<file path="config.mk">
export PLATFORM = sky130hd
export DESIGN_NAME = iol_ram
export DESIGN_NICKNAME = d
export VERILOG_FILES = /design/src/hw/rtl/iol_ram.sv
export SDC_FILE = /design/constraint.sdc
export NUM_CORES = 2
export LEC_CHECK = 0
export ABC_AREA = 1
export BUFFER_PORTS_ARGS = -buffer_cell sky130_fd_sc_hd__buf_2
export CAP_MARGIN = 20
export CORE_ASPECT_RATIO = 0.6
export CORE_MARGIN = 2
export CORE_UTILIZATION = 35
export CTS_CLUSTER_DIAMETER = 120
export DETAILED_ROUTE_END_ITERATION = 8
export PLACE_DENSITY = 0.52
export SLEW_MARGIN = 40
export SYNTH_ARGS = -nofsm -noshare
export SYNTH_HDL_FRONTEND = slang
export SYNTH_SLANG_ARGS = --single-unit
</file>
<file path="constraint.sdc">
create_clock -name clock -period 8.5 [get_ports clock]
set_input_delay 1.7 -clock clock [delete_from_list [all_inputs] [get_ports clock]]
set_output_delay 1.7 -clock clock [all_outputs]
set_load 0.005 [all_outputs]
</file>
<file path="src/hw/rtl/iol_ram.sv">
// Generic single-write, single-read RAM with a registered read port.
module iol_ram #(
   parameter int WIDTH = 64,
   parameter int DEPTH = 64
) (
   input  logic                     clock,
   input  logic                     wr_en,
   input  logic [$clog2(DEPTH)-1:0] wr_addr,
   input  logic [WIDTH-1:0]         wr_data,
   input  logic                     rd_en,
   input  logic [$clog2(DEPTH)-1:0] rd_addr,
   output logic [WIDTH-1:0]         rd_data
);

   logic [WIDTH-1:0] mem_ff [DEPTH];
   logic [WIDTH-1:0] rd_data_ff;

   always_ff @(posedge clock) begin
      if (wr_en) begin
         mem_ff[wr_addr] <= wr_data;
      end
      if (rd_en) begin
         rd_data_ff <= mem_ff[rd_addr];
      end
   end

   assign rd_data = rd_data_ff;

endmodule
</file>
==> out/summary.json <==
{
  "outcome": {"value": "finished clean"},
  "post_synth_and_or_nand_nor_area_fraction": {"value": 21.8, "unit": "%"},
  "pin_count_of_the_biggest_net_entering_global_routing": {"value": 175},
  "fp.dieArea": {"value": 480000, "unit": "um2"},
  "clock_tree.buffer_depth": {"value": 4},
  "dr.pass1.iters": {"value": 6},
  "cts_tree": {"value": "built"},
  "placeableCoreArea": {"value": 471000, "unit": "um2"},
  "post_synthesis_sequential_area_ratio": {"value": 75.3, "unit": "%"},
  "finalHoldWorstSlack": {"value": 0.849, "unit": "ns"},
  "synthAdderAreaFrac": {"value": 0, "unit": "%"},
  "synth_fp_nets": {"value": 13500},
  "cts_htree_levels": {"value": 5},
  "final_layout_size_suffix_gt1_share": {"value": 7.52, "unit": "%"},
  "gp_congestion": {"value": 0.776},
  "worstMarginPinSlew": {"value": 0.972, "unit": "ns"},
  "synth-main-ff-cell": {"value": "sky130_fd_sc_hd__edfxtp_1"},
  "ioPinCount": {"value": 143},
  "crit_type": {"value": "input pin to register"},
  "post_cts_resized": {"value": 0},
  "setup_slack_placement": {"value": 3.41, "unit": "ns"},
  "hpwl": {"value": 295000, "unit": "um"},
  "startpoint_type": {"value": "input pin"},
  "critPathCaptureType": {"value": "register"},
  "grt_pass1_wl": {"value": 809000, "unit": "um"},
  "cp_slowest_stage_delay": {"value": 0.83, "unit": "ns"},
  "route.detailed.drc": {"value": 0},
  "crit_arrival": {"value": 4.77, "unit": "ns"},
  "synth_area": {"value": 166000, "unit": "um2"},
  "final_layout_fill_cell_count": {"value": 44400},
  "async_flop_share": {"value": 0, "unit": "%"},
  "postSynthCellCount": {"value": 13400},
  "dpl-instance-area": {"value": 174000, "unit": "um2"},
  "cts.clk_slew.worst_paths": {"value": 0.06, "unit": "ns"},
  "synth.yosys.warnings": {"value": 0},
  "clk_root_buffer_cell": {"value": "sky130_fd_sc_hd__clkbuf_16"},
  "maxSlewHeadroom": {"value": 35.2, "unit": "%"},
  "synth.top_cell.area_share": {"value": 75.3, "unit": "%"},
  "synth-xor-area-share": {"value": 0, "unit": "%"},
  "cts_made_buffers": {"value": 378},
  "post_synth_mux_area_share": {"value": 0, "unit": "%"},
  "critical-path-slowest-cell": {"value": "sky130_fd_sc_hd__buf_4"},
  "setup_skew_after_layout": {"value": 0.0503, "unit": "ns"},
  "synth_seq_cells": {"value": 4160},
  "fp.dieH": {"value": 537, "unit": "um"},
  "post-synth-top-count-cell": {"value": "sky130_fd_sc_hd__nand2_1"},
  "synth_top_family_by_area": {"value": "simple AND/OR/NAND/NOR gates"},
  "compound_gate_portion_of_the_synthesized_area": {"value": 0, "unit": "%"},
  "hold_viol_final": {"value": 0},
  "path_cells": {"value": "buf_2, inv_1, nand4_1, nor2_4, buf_4, buf_4"},
  "yosysUniqueCellTypes": {"value": 15},
  "netlist_top_cells_area": {"value": "sky130_fd_sc_hd__edfxtp_1, sky130_fd_sc_hd__nand3_1, sky130_fd_sc_hd__nand2_1"},
  "share_of_the_clock_period_used_by_the_worst_path_after_layout": {"value": 49.6, "unit": "%"},
  "post_drt_via_cell_ratio": {"value": 5.48},
  "power_per_cell_area": {"value": 229, "unit": "nW/um2"},
  "synth_top_cells_by_count": {"value": "sky130_fd_sc_hd__nand2_1, sky130_fd_sc_hd__edfxtp_1, sky130_fd_sc_hd__nand3_1"},
  "drt.antenna.violating_nets": {"value": 0},
  "dr_total_vias": {"value": 109000},
  "synth.largest_area_cell": {"value": "sky130_fd_sc_hd__edfxtp_1"},
  "core.rowCount": {"value": 195},
  "rsz0062_at_grt": {"value": "no"},
  "post_cts_hold_buffer_count": {"value": 0},
  "first_global_vias": {"value": 99900},
  "port_buffers": {"value": 142},
  "drv_slew": {"value": 0},
  "final_net_count": {"value": 13400},
  "report.power.total": {"value": 42.6, "unit": "mW"},
  "flow.area_growth_from_synthesis": {"value": 12.0, "unit": "%"},
  "finalSetupViolCount": {"value": 0},
  "grt_antenna_before_repair": {"value": 72},
  "max-cap-violations": {"value": 0},
  "gr-usage-all-layers": {"value": 23.5, "unit": "%"},
  "dpl.cell_count": {"value": 19300},
  "stdcell_count": {"value": 20000},
  "p_leak": {"value": 63.9, "unit": "nW"},
  "chipWidth": {"value": 893, "unit": "um"},
  "drt-initial-drc-count": {"value": 15700},
  "synth_edf_count": {"value": 4160},
  "fin_ws": {"value": 4.28, "unit": "ns"},
  "max_freq": {"value": 237, "unit": "MHz"},
  "clock_latency": {"value": 0.97, "unit": "ns"},
  "multi_input_area": {"value": 36700, "unit": "um2"},
  "post-cts-setup-buffers": {"value": 0},
  "register_area": {"value": 125000, "unit": "um2"},
  "critical-path-top-cell-by-count": {"value": "sky130_fd_sc_hd__buf_4"},
  "layout_min_cycle_time": {"value": 4.22, "unit": "ns"},
  "postLayoutCellArea": {"value": 186000, "unit": "um2"},
  "average_wire_length_per_cell_after_detail_routing": {"value": 29.0, "unit": "um"},
  "power.ir.vdd_worst": {"value": 0.170, "unit": "mV"},
  "required_time_of_the_worst_setup_path": {"value": 9.05, "unit": "ns"},
  "globalRoute.totalOverflow": {"value": 0},
  "detail_route.wirelength": {"value": 580000, "unit": "um"},
  "hold_class": {"value": "register to register"},
  "syn_avg_cell_area": {"value": 12.4, "unit": "um2"},
  "timing.critical_path.fanout_max": {"value": 27},
  "numClockSinks": {"value": 4160},
  "initial_utilization": {"value": 35.2, "unit": "%"}
}
[cells in the final DEF (no fill, tap or decap)]
master,synthesis,final
sky130_fd_sc_hd__clkinv_8,0,3
sky130_fd_sc_hd__inv_8,0,4
sky130_fd_sc_hd__clkbuf_16,0,386
sky130_fd_sc_hd__nand3_1,3847,3840
sky130_fd_sc_hd__buf_4,134,235
sky130_fd_sc_hd__buf_2,501,99
sky130_fd_sc_hd__bufinv_16,0,32
sky130_fd_sc_hd__inv_16,0,3
sky130_fd_sc_hd__buf_16,0,14
sky130_fd_sc_hd__buf_8,3,8
sky130_fd_sc_hd__diode_2,0,43
sky130_fd_sc_hd__buf_6,40,27
sky130_fd_sc_hd__buf_12,0,64
sky130_fd_sc_hd__inv_6,0,11
sky130_fd_sc_hd__nor2_4,0,56
sky130_fd_sc_hd__clkinv_1,0,98
sky130_fd_sc_hd__nand3_2,0,7
sky130_fd_sc_hd__inv_1,8,6
sky130_fd_sc_hd__nand4_1,9,9
sky130_fd_sc_hd__clkinv_4,0,1
sky130_fd_sc_hd__nand2_1,4416,4416
sky130_fd_sc_hd__clkinv_2,0,58
sky130_fd_sc_hd__nor4_2,0,8
sky130_fd_sc_hd__edfxtp_1,4160,4160
sky130_fd_sc_hd__clkbuf_1,147,81
sky130_fd_sc_hd__clkinvlp_4,0,9
[worst paths after layout]
path	start	endpoint	slack, ns	cells past startpoint
min	mem_ff[8][45]	rd_data[45]	0.85	8
min reg2reg	mem_ff[8][45]	rd_data[45]	0.85	8
max reg2reg	mem_ff[33][40]	rd_data[40]	6.74	8
max	wr_addr[1]	mem_ff[21][10]	4.28	6
[metal layers]
metal | track usage, % | vias up | share of wire, %
met5 | 0 | - | 0.037
met4 | 5.27 | 32 | 2.4
met3 | 5.62 | 766 | 11
met2 | 32.9 | 5569 | 41
met1 | 36.6 | 55300 | 45
li1 | - | 47800 | -
[sequential cells by signal, summed over array words and instances, names as in the netlist]
register  flops
mem_ff     4096
rd_data      64
[where the power goes]
group	switching, mW	internal (mW)	total, mW
Clock	7.85	9.29	17.1
Sequential	0.133	22.7	22.9
Combinational	1.94	0.597	2.54
[stage by stage]
step	util [%]	setup TNS, ns
after CTS	39.4	0
after floorplan	-	-246.69
final	39.4	0
after detailed placement	36.9	0
after global placement	36.7	0
after global routing	39.4	0
[critical path: cells and delay by family]
family | cells | cell delay [ns]
buffers and inverters | 4 | 1.85
AND/OR/NAND/NOR | 2 | 1.09
[cells by family (layout without fill, tap and decap cells)]
group / after synthesis / in the layout
other cells: 0 / 43
simple gates: 8336 / 8336
buf+inv: 909 / 1139
flops: 4160 / 4160
[final cells by class]
type	instances	share of cell area, %
antenna	43	0.0579
clock buffer	467	5.36
clock inverter	213	1.00
inverter	12	0.0566
multi-input combinational	8336	19.7
sequential	4160	67.2
tap	6304	4.24
timing repair buffer	447	2.34
(Power assumes the default switching activity.)
